<file path="config.mk">
export PLATFORM = sky130hd
export DESIGN_NAME = swd_host_transaction_engine
export DESIGN_NICKNAME = d
export VERILOG_FILES = /design/src/hdl/swd_hte_pkg.sv /design/src/hdl/swd_hte_step.sv /design/src/hdl/swd_host_transaction_engine.sv
export SDC_FILE = /design/constraint.sdc
export NUM_CORES = 1
export LEC_CHECK = 0
export BUFFER_PORTS_ARGS = -buffer_cell sky130_fd_sc_hd__buf_2
export CORE_MARGIN = 4
export CORE_UTILIZATION = 30
export CTS_BUF_LIST = sky130_fd_sc_hd__clkbuf_4 sky130_fd_sc_hd__clkbuf_8 sky130_fd_sc_hd__clkbuf_16
export DETAILED_ROUTE_END_ITERATION = 8
export GPL_ROUTABILITY_DRIVEN = 0
export PLACE_DENSITY = 0.49
export SYNTH_ARGS = -nofsm -noshare
export SYNTH_HDL_FRONTEND = slang
export SYNTH_SLANG_ARGS = --single-unit
</file>
<file path="constraint.sdc">
create_clock -name clk -period 5.33 [get_ports clk]
set_clock_uncertainty 0.15 [all_clocks]
set_input_delay 1.599 -clock clk [delete_from_list [all_inputs] [get_ports clk]]
set_output_delay 1.599 -clock clk [all_outputs]
set_load 0.03 [all_outputs]
</file>
<file path="src/hdl/swd_hte_pkg.sv">
package swd_hte_pkg;

    localparam logic [1:0] ACT_TICK  = 2'd0;
    localparam logic [1:0] ACT_READ  = 2'd1;
    localparam logic [1:0] ACT_WRITE = 2'd2;
    localparam logic [1:0] ACT_LRST  = 2'd3;

    localparam logic [2:0] ST_OK       = 3'd0;
    localparam logic [2:0] ST_WAIT     = 3'd1;
    localparam logic [2:0] ST_FAULT    = 3'd2;
    localparam logic [2:0] ST_BAD_ACK  = 3'd3;
    localparam logic [2:0] ST_PARITY   = 3'd4;
    localparam logic [2:0] ST_REJECTED = 3'd5;

    localparam logic [2:0] ACK_OK    = 3'b001;
    localparam logic [2:0] ACK_WAIT  = 3'b010;
    localparam logic [2:0] ACK_FAULT = 3'b100;

    localparam logic [7:0]  REQ_BASE_READ  = 8'b1000_0101;
    localparam logic [7:0]  REQ_BASE_WRITE = 8'b1000_0001;
    localparam logic [15:0] LRST_PATTERN   = 16'hE79E;

    localparam logic [6:0] REQ_BITS       = 7'd8;
    localparam logic [6:0] ACK_BITS       = 7'd3;
    localparam logic [6:0] DATA_BITS      = 7'd32;
    localparam logic [6:0] LRST_ONES_END  = 7'd50;
    localparam logic [6:0] LRST_PAT_END   = 7'd66;
    localparam logic [6:0] LRST_ONES2_END = 7'd116;
    localparam logic [6:0] LRST_BITS      = 7'd119;

    localparam int unsigned CFG_IDX_IDLE = 0;
    localparam int unsigned CFG_IDX_TRN  = 1;

    typedef enum logic [3:0] {
        PH_IDLE,
        PH_REQ,
        PH_TRN1,
        PH_ACK,
        PH_RDATA,
        PH_RPAR,
        PH_TRN2,
        PH_WDATA,
        PH_WPAR,
        PH_TAIL,
        PH_TRNERR,
        PH_LRST
    } phase_t;

    typedef struct packed {
        logic [1:0]  action;
        logic        ap_not_dp;
        logic [1:0]  reg_addr;
        logic [31:0] write_data;
        logic        sampled_bit;
    } cmd_t;

    typedef struct packed {
        logic        line_out;
        logic        line_drive;
        logic        busy_res;
        logic        done_res;
        logic [2:0]  status;
        logic [2:0]  ack_bits;
        logic [31:0] read_data;
    } rsp_t;

    typedef struct packed {
        phase_t      phase;
        logic [6:0]  bit_count;
        logic [31:0] data_shift;
        logic [7:0]  request_byte;
        logic        parity_acc;
        logic [2:0]  ack_shift;
        logic        is_write;
    } eng_state_t;

    typedef struct packed {
        logic [3:0] idle_cycles;
        logic [2:0] turnaround_cycles;
    } cfg_t;

endpackage

</file>
<file path="src/hdl/swd_hte_step.sv">
module swd_hte_step (
    input  swd_hte_pkg::eng_state_t state,
    input  swd_hte_pkg::cmd_t       cmd,
    input  swd_hte_pkg::cfg_t       cfg,
    output swd_hte_pkg::eng_state_t state_next,
    output swd_hte_pkg::rsp_t       rsp
);

    always_comb
    begin
        swd_hte_pkg::eng_state_t mid;
        swd_hte_pkg::eng_state_t nxt;
        swd_hte_pkg::rsp_t       res;
        logic       rnw;
        logic       req_par;
        logic       rejected;
        logic       fin;
        logic       fin_ok;
        logic       end_d;
        logic [2:0] fin_code;
        logic [2:0] fin_ack;
        logic [31:0] fin_data;
        logic [6:0] bc_inc;
        logic [6:0] trn_len;
        logic [6:0] idle_len;
        logic [6:0] pat_off;
        logic [2:0] ack_new;
        logic       wbit;

        mid      = state;
        res      = '0;
        rejected = 1'b0;
        fin      = 1'b0;
        fin_ok   = 1'b0;
        end_d    = 1'b0;
        fin_code = swd_hte_pkg::ST_OK;
        fin_ack  = 3'd0;
        fin_data = 32'd0;
        rnw      = (cmd.action == swd_hte_pkg::ACT_READ);
        req_par  = cmd.ap_not_dp ^ rnw ^ cmd.reg_addr[0] ^ cmd.reg_addr[1];

        if (state.phase == swd_hte_pkg::PH_IDLE)
        begin
            unique case (cmd.action)
                swd_hte_pkg::ACT_READ, swd_hte_pkg::ACT_WRITE:
                begin
                    mid.request_byte = (rnw ? swd_hte_pkg::REQ_BASE_READ
                                            : swd_hte_pkg::REQ_BASE_WRITE)
                                       | {2'b00, req_par, cmd.reg_addr, 1'b0,
                                          cmd.ap_not_dp, 1'b0};
                    mid.is_write   = ~rnw;
                    mid.data_shift = rnw ? 32'd0 : cmd.write_data;
                    mid.parity_acc = 1'b0;
                    mid.ack_shift  = 3'd0;
                    mid.phase      = swd_hte_pkg::PH_REQ;
                    mid.bit_count  = 7'd0;
                end
                swd_hte_pkg::ACT_LRST:
                begin
                    mid.ack_shift  = 3'd0;
                    mid.parity_acc = 1'b0;
                    mid.phase      = swd_hte_pkg::PH_LRST;
                    mid.bit_count  = 7'd0;
                end
                default:
                begin
                    mid = state;
                end
            endcase
        end
        else if (cmd.action != swd_hte_pkg::ACT_TICK)
        begin
            rejected = 1'b1;
        end

        nxt      = mid;
        bc_inc   = mid.bit_count + 7'd1;
        trn_len  = (cfg.turnaround_cycles == 3'd0) ? 7'd1
                                                   : {4'd0, cfg.turnaround_cycles};
        idle_len = {3'd0, cfg.idle_cycles};
        pat_off  = mid.bit_count - swd_hte_pkg::LRST_ONES_END;
        ack_new  = mid.ack_shift;
        wbit     = 1'b0;

        if (mid.phase == swd_hte_pkg::PH_IDLE)
        begin
            res.line_drive = 1'b1;
        end
        else
        begin
            res.busy_res  = 1'b1;
            nxt.bit_count = bc_inc;
            unique case (mid.phase)
                swd_hte_pkg::PH_REQ:
                begin
                    res.line_out   = mid.request_byte[mid.bit_count[2:0]];
                    res.line_drive = 1'b1;
                    if (bc_inc >= swd_hte_pkg::REQ_BITS)
                    begin
                        nxt.phase     = swd_hte_pkg::PH_TRN1;
                        nxt.bit_count = 7'd0;
                    end
                end
                swd_hte_pkg::PH_TRN1:
                begin
                    if (bc_inc >= trn_len)
                    begin
                        nxt.phase     = swd_hte_pkg::PH_ACK;
                        nxt.bit_count = 7'd0;
                    end
                end
                swd_hte_pkg::PH_ACK:
                begin
                    case (mid.bit_count[1:0])
                        2'd0:    ack_new[0] = ack_new[0] | cmd.sampled_bit;
                        2'd1:    ack_new[1] = ack_new[1] | cmd.sampled_bit;
                        2'd2:    ack_new[2] = ack_new[2] | cmd.sampled_bit;
                        default: ack_new = mid.ack_shift;
                    endcase
                    nxt.ack_shift = ack_new;
                    if (bc_inc >= swd_hte_pkg::ACK_BITS)
                    begin
                        nxt.bit_count = 7'd0;
                        if (ack_new != swd_hte_pkg::ACK_OK)
                            nxt.phase = swd_hte_pkg::PH_TRNERR;
                        else if (mid.is_write)
                            nxt.phase = swd_hte_pkg::PH_TRN2;
                        else
                            nxt.phase = swd_hte_pkg::PH_RDATA;
                    end
                end
                swd_hte_pkg::PH_RDATA:
                begin
                    nxt.data_shift = {cmd.sampled_bit, mid.data_shift[31:1]};
                    nxt.parity_acc = mid.parity_acc ^ cmd.sampled_bit;
                    if (bc_inc >= swd_hte_pkg::DATA_BITS)
                    begin
                        nxt.phase     = swd_hte_pkg::PH_RPAR;
                        nxt.bit_count = 7'd0;
                    end
                end
                swd_hte_pkg::PH_RPAR:
                begin
                    nxt.parity_acc = mid.parity_acc ^ cmd.sampled_bit;
                    nxt.phase      = swd_hte_pkg::PH_TRN2;
                    nxt.bit_count  = 7'd0;
                end
                swd_hte_pkg::PH_TRN2:
                begin
                    if (bc_inc >= trn_len)
                    begin
                        nxt.bit_count = 7'd0;
                        if (mid.is_write)
                            nxt.phase = swd_hte_pkg::PH_WDATA;
                        else
                            end_d = 1'b1;
                    end
                end
                swd_hte_pkg::PH_WDATA:
                begin
                    wbit           = mid.data_shift[0];
                    res.line_out   = wbit;
                    res.line_drive = 1'b1;
                    nxt.parity_acc = mid.parity_acc ^ wbit;
                    nxt.data_shift = {1'b0, mid.data_shift[31:1]};
                    if (bc_inc >= swd_hte_pkg::DATA_BITS)
                    begin
                        nxt.phase     = swd_hte_pkg::PH_WPAR;
                        nxt.bit_count = 7'd0;
                    end
                end
                swd_hte_pkg::PH_WPAR:
                begin
                    res.line_out   = mid.parity_acc;
                    res.line_drive = 1'b1;
                    nxt.parity_acc = 1'b0;
                    nxt.bit_count  = 7'd0;
                    end_d          = 1'b1;
                end
                swd_hte_pkg::PH_TAIL:
                begin
                    res.line_drive = 1'b1;
                    if (bc_inc >= idle_len)
                        fin_ok = 1'b1;
                end
                swd_hte_pkg::PH_TRNERR:
                begin
                    if (bc_inc >= trn_len)
                    begin
                        fin     = 1'b1;
                        fin_ack = mid.ack_shift;
                        if (mid.ack_shift == swd_hte_pkg::ACK_WAIT)
                            fin_code = swd_hte_pkg::ST_WAIT;
                        else if (mid.ack_shift == swd_hte_pkg::ACK_FAULT)
                            fin_code = swd_hte_pkg::ST_FAULT;
                        else
                            fin_code = swd_hte_pkg::ST_BAD_ACK;
                    end
                end
                swd_hte_pkg::PH_LRST:
                begin
                    res.line_drive = 1'b1;
                    if (mid.bit_count < swd_hte_pkg::LRST_ONES_END)
                        res.line_out = 1'b1;
                    else if (mid.bit_count < swd_hte_pkg::LRST_PAT_END)
                        res.line_out = swd_hte_pkg::LRST_PATTERN[pat_off[3:0]];
                    else if (mid.bit_count < swd_hte_pkg::LRST_ONES2_END)
                        res.line_out = 1'b1;
                    else
                        res.line_out = 1'b0;
                    if (bc_inc >= swd_hte_pkg::LRST_BITS)
                        fin = 1'b1;
                end
                default:
                begin
                    nxt.phase     = swd_hte_pkg::PH_IDLE;
                    nxt.bit_count = 7'd0;
                end
            endcase
        end

        if (end_d)
        begin
            if (cfg.idle_cycles == 4'd0)
                fin_ok = 1'b1;
            else
                nxt.phase = swd_hte_pkg::PH_TAIL;
        end

        if (fin_ok)
        begin
            fin     = 1'b1;
            fin_ack = nxt.ack_shift;
            if (nxt.is_write)
            begin
                fin_code = swd_hte_pkg::ST_OK;
                fin_data = 32'd0;
            end
            else
            begin
                fin_code = nxt.parity_acc ? swd_hte_pkg::ST_PARITY : swd_hte_pkg::ST_OK;
                fin_data = nxt.data_shift;
            end
        end

        if (fin)
        begin
            res.done_res  = 1'b1;
            res.status    = fin_code;
            res.ack_bits  = fin_ack;
            res.read_data = fin_data;
            nxt.phase     = swd_hte_pkg::PH_IDLE;
            nxt.bit_count = 7'd0;
        end
        else if (rejected)
        begin
            res.status = swd_hte_pkg::ST_REJECTED;
        end

        state_next = nxt;
        rsp        = res;
    end

endmodule

</file>
<file path="src/hdl/swd_host_transaction_engine.sv">
// Channel   Direction  Handshake               Payload
// cmd       in         cmd_valid / cmd_ready   swd_hte_pkg::cmd_t, one SWCLK tick
// rsp       out        rsp_valid / rsp_ready   swd_hte_pkg::rsp_t, one per tick
// cfg       in         cfg_we                  cfg_addr selects, cfg_wdata value
//
// Each transfer is held in an input register, stepped through the engine state
// combinationally and written to a result register, so one tick is taken per
// clock while the result register is empty or rsp_ready is high.
// When the result register is held by rsp_ready low, one further tick waits in the
// input register before cmd_ready drops.
// Reset is asynchronous and active low; it returns the engine to idle with
// the default idle and turnaround counts.
module swd_host_transaction_engine (
    input  logic              clk,
    input  logic              rst_n,
    input  logic              cmd_valid,
    output logic              cmd_ready,
    input  swd_hte_pkg::cmd_t cmd,
    output logic              rsp_valid,
    input  logic              rsp_ready,
    output swd_hte_pkg::rsp_t rsp,
    input  logic              cfg_we,
    input  logic              cfg_addr,
    input  logic [3:0]        cfg_wdata
);

    logic                    cmd_valid_reg;
    swd_hte_pkg::cmd_t       cmd_reg;
    logic                    rsp_valid_reg;
    swd_hte_pkg::rsp_t       rsp_reg;
    swd_hte_pkg::eng_state_t state_reg;
    swd_hte_pkg::eng_state_t state_next;
    swd_hte_pkg::rsp_t       step_rsp;
    swd_hte_pkg::cfg_t       cfg_reg;
    logic                    advance;

    assign advance   = cmd_valid_reg && (!rsp_valid_reg || rsp_ready);
    assign cmd_ready = !cmd_valid_reg || advance;
    assign rsp_valid = rsp_valid_reg;
    assign rsp       = rsp_reg;

    swd_hte_step u_step (
        .state      (state_reg),
        .cmd        (cmd_reg),
        .cfg        (cfg_reg),
        .state_next (state_next),
        .rsp        (step_rsp)
    );

    always_ff @(posedge clk or negedge rst_n)
    begin
        if (!rst_n)
        begin
            cfg_reg.idle_cycles       <= 4'd3;
            cfg_reg.turnaround_cycles <= 3'd1;
        end
        else if (cfg_we)
        begin
            unique case (cfg_addr)
                1'(swd_hte_pkg::CFG_IDX_IDLE): cfg_reg.idle_cycles       <= cfg_wdata;
                1'(swd_hte_pkg::CFG_IDX_TRN):  cfg_reg.turnaround_cycles <= cfg_wdata[2:0];
                default:                       cfg_reg <= cfg_reg;
            endcase
        end
    end

    always_ff @(posedge clk or negedge rst_n)
    begin
        if (!rst_n)
        begin
            cmd_valid_reg <= 1'b0;
            rsp_valid_reg <= 1'b0;
            state_reg     <= '0;
        end
        else
        begin
            if (cmd_ready)
                cmd_valid_reg <= cmd_valid;
            if (advance)
            begin
                rsp_valid_reg <= 1'b1;
                state_reg     <= state_next;
            end
            else if (rsp_ready)
            begin
                rsp_valid_reg <= 1'b0;
            end
        end
    end

    always_ff @(posedge clk)
    begin
        if (cmd_ready && cmd_valid)
            cmd_reg <= cmd;
        if (advance)
            rsp_reg <= step_rsp;
    end

endmodule
</file>
==> results.ini <==
[floorplanning]
die_w_um = 164
coreArea_mm2 = 0.0237
num_rows = 56
initial_core_util_pct = 30.8
dieArea_mm2 = 0.0269
pin_count = 92
die_y_um = 164

[place]
port_buffers = 91
dp.final_hpwl_um = 12700

[cells_and_area]
antenna_cells = 0
area_growth_pct = 18.3
fin_nets = 820
postLayoutCoreUtil_pct = 36.5
drive_gt1_share_pct = 25.0
largest_reg_flops = 56

[route]
drc = 0
viasPerCell = 4.94
drtIter0Drc = 405
vias = 5414
ant_nets = 0
wire_per_inst_um = 16.9
routed_wl_um = 18500
dr.pass1.iters = 4

[clocking]
clk_pin_slew_ns = 0.07
cts_made_buffers = 17
cts_root_buf = clkbuf_16
cts_resized = 0
htree_levels = 4
cts-root-to-sink-buffers = 2
clock_latency_ns = 0.43
clock-sinks = 145
postCtsHoldBufs = 0
cts_tree = done
post_cts_buffers = 0

[job]
cap_violations = 0

[timing]
rsz0062_at_grt = no
fin_setup_tns_ns = 0
final_max_slew_viol_count = 0
period_minus_slack_ns = 4.58
max_freq_mhz = 218
max_slew.worst_pin.slew_ns = 1.11
final-hold-violation-count = 0
post-route-period-util_pct = 85.9
max-slew-margin-rel_pct = 26.0
finalSetupViolations = 0

[power_and_ir_drop]
power_density_mw_per_mm2 = 493
power_leakage_nw = 3.41
vdd_drop_max_v = 0.000245
finalPower_mw = 4.26

[logic_synthesis]
synth_common_cells = 82 x nand2_1, 80 x edfxtp_1, 62 x dfrtp_1, 59 x nor2_1, 50 x a21oi_1
synth_area_leaders = edfxtp_1 33%, dfrtp_1 21%, mux2_2 6.0%
ys_ff_latch = 145
ys.flop_type = edfxtp_1
syn_inst = 687
ys_warn_count = 0
synth_top_cell_by_area = edfxtp_1
syn_area_mm2 = 0.00731
netlist.area_leader.share_pct = 32.9
synth_seq_area_share_pct = 55.2
synth_edf_count = 80
synth_cell_type_count = 69
yosys.cell_count.top_type = nand2_1
synth_fp_nets = 744
synthArstFlopShare_pct = 44.8
avgSynthCellArea_um2 = 10.6

[grt]
grt_usage_pct = 13.9
grt_max_degree = 74
antenna_found_initial = 0
grt_overflow = 0
grt.busiest_layer = met2
grt_util_met2_pct = 21.2
grt_pass1_wl_um = 28900
met1_usage_pct = 19.4
grtUsageMet3_pct = 3.21
first_global_vias = 5284

[worst_setup_path]
crit_arrival_ns = 4.61
endpoint = rsp[13]$_SDFFCE_PP0P_
crit_fanout = 33
r2r_end = rsp[13]$_SDFFCE_PP0P_
cp.required_ns = 5.36
crit_type = reg2reg
startpoint_type = flip-flop
r2r-start = state_reg[53]$_DFFE_PN0P_
crit_start = state_reg[53]$_DFFE_PN0P_
endpoint_kind = flip-flop
r2r_slack_ns = 0.75
ff2ff_path_depth = 12

[worst_hold_path]
min_from = state_reg[5]$_DFFE_PN0P_
hp-class = reg2reg

[status]
status = complete, no violations

==> cells in the final DEF, fill, tap and decap left out, types with 6 or more instances in the layout <==
| master | n |
|---|---|
| clkbuf_16 | 17 |
| o21ai_1 | 21 |
| buf_2 | 91 |
| nand2b_1 | 9 |
| mux2_2 | 39 |
| inv_8 | 6 |
| buf_4 | 12 |
| dfrtp_1 | 62 |
| nand4_1 | 7 |
| nor2_1 | 59 |
| xnor2_1 | 6 |
| o21ai_0 | 39 |
| nor3_1 | 8 |
| nand2_1 | 80 |
| and2_1 | 9 |
| nor3b_1 | 33 |
| edfxtp_1 | 80 |
| inv_1 | 17 |
| ha_1 | 9 |
| a21oi_1 | 50 |
| o2111ai_1 | 7 |
| a31oi_1 | 6 |
==> report_power, final <==
part           switching [mW]  total [mW]  leakage (nW)  internal, mW
registers               0.171        1.61          1.61          1.44
clock network           0.532        1.16         0.283         0.627
logic                   0.923        1.49          1.51         0.563
==> through the flow <==
stage                     instance area, µm²  hold slack [ns]  setup WS (ns)  cells
after CTS                               8640            0.328          0.761   1095
after global routing                    8640            0.345          0.458   1095
after global placement                  8060            0.307          0.886   1063
final                                   8640            0.323          0.750   1095
after detailed placement                8060            0.307          0.778   1063
after floorplan                         7310            0.284           1.24    687
==> final cells by class <==
| class | count | area, µm² |
|---|---|---|
| Clock inverter | 14 | 144 |
| Sequential cell | 145 | 4030 |
| Multi-Input combinational cell | 476 | 3010 |
| Clock buffer | 18 | 433 |
| Inverter | 20 | 77.6 |
| Timing Repair Buffer | 103 | 546 |
| Fill cell | 2411 | 15000 |
| Tap cell | 319 | 399 |
==> layer usage <==
layer	vias to the layer above	wire length, µm
met4	0	310
met5	-	0
met3	20	740
met2	140	8650
met1	2593	8830
li1	2661	-
==> cell families after synthesis <==
family,share of synthesized area (%)
AND/OR/NAND/NOR,16.7
AO/OA/AOI/OAI,15.2
flip-flops,55.2
buffers and inverters,3.72
multiplexers,6.70
adder cells (fa/ha/maj),1.68
XOR/XNOR,0.719
==> how the worst min path moves through the flow <==
| stage | end | slack, ns | cells after the start |
|---|---|---|---|
| 6_report | state_reg[5]$_DFFE_PN0P_ | 0.32 | 1 |
| 5_1_grt | state_reg[5]$_DFFE_PN0P_ | 0.34 | 1 |
| 4_1_cts | state_reg[5]$_DFFE_PN0P_ | 0.33 | 1 |
| 3_5_place_dp | state_reg[5]$_DFFE_PN0P_ | 0.31 | 1 |
| 3_3_place_gp | state_reg[5]$_DFFE_PN0P_ | 0.31 | 1 |
| 2_1_floorplan | state_reg[5]$_DFFE_PN0P_ | 0.28 | 1 |
==> critical path, cell delays in order, from the launching register on <==
cell	delay [ns]
dfrtp_1	0.58
nor4_4	0.53
nand2_1	0.33
and2_1	0.29
ha_1	0.26
nand4_1	0.17
mux2i_1	0.10
o211ai_1	0.75
nand3_2	0.30
and3_1	0.26
o21ai_2	0.10
buf_4	0.36
nor2_1	0.10
Note: power is estimated with default switching activity, not from simulation.
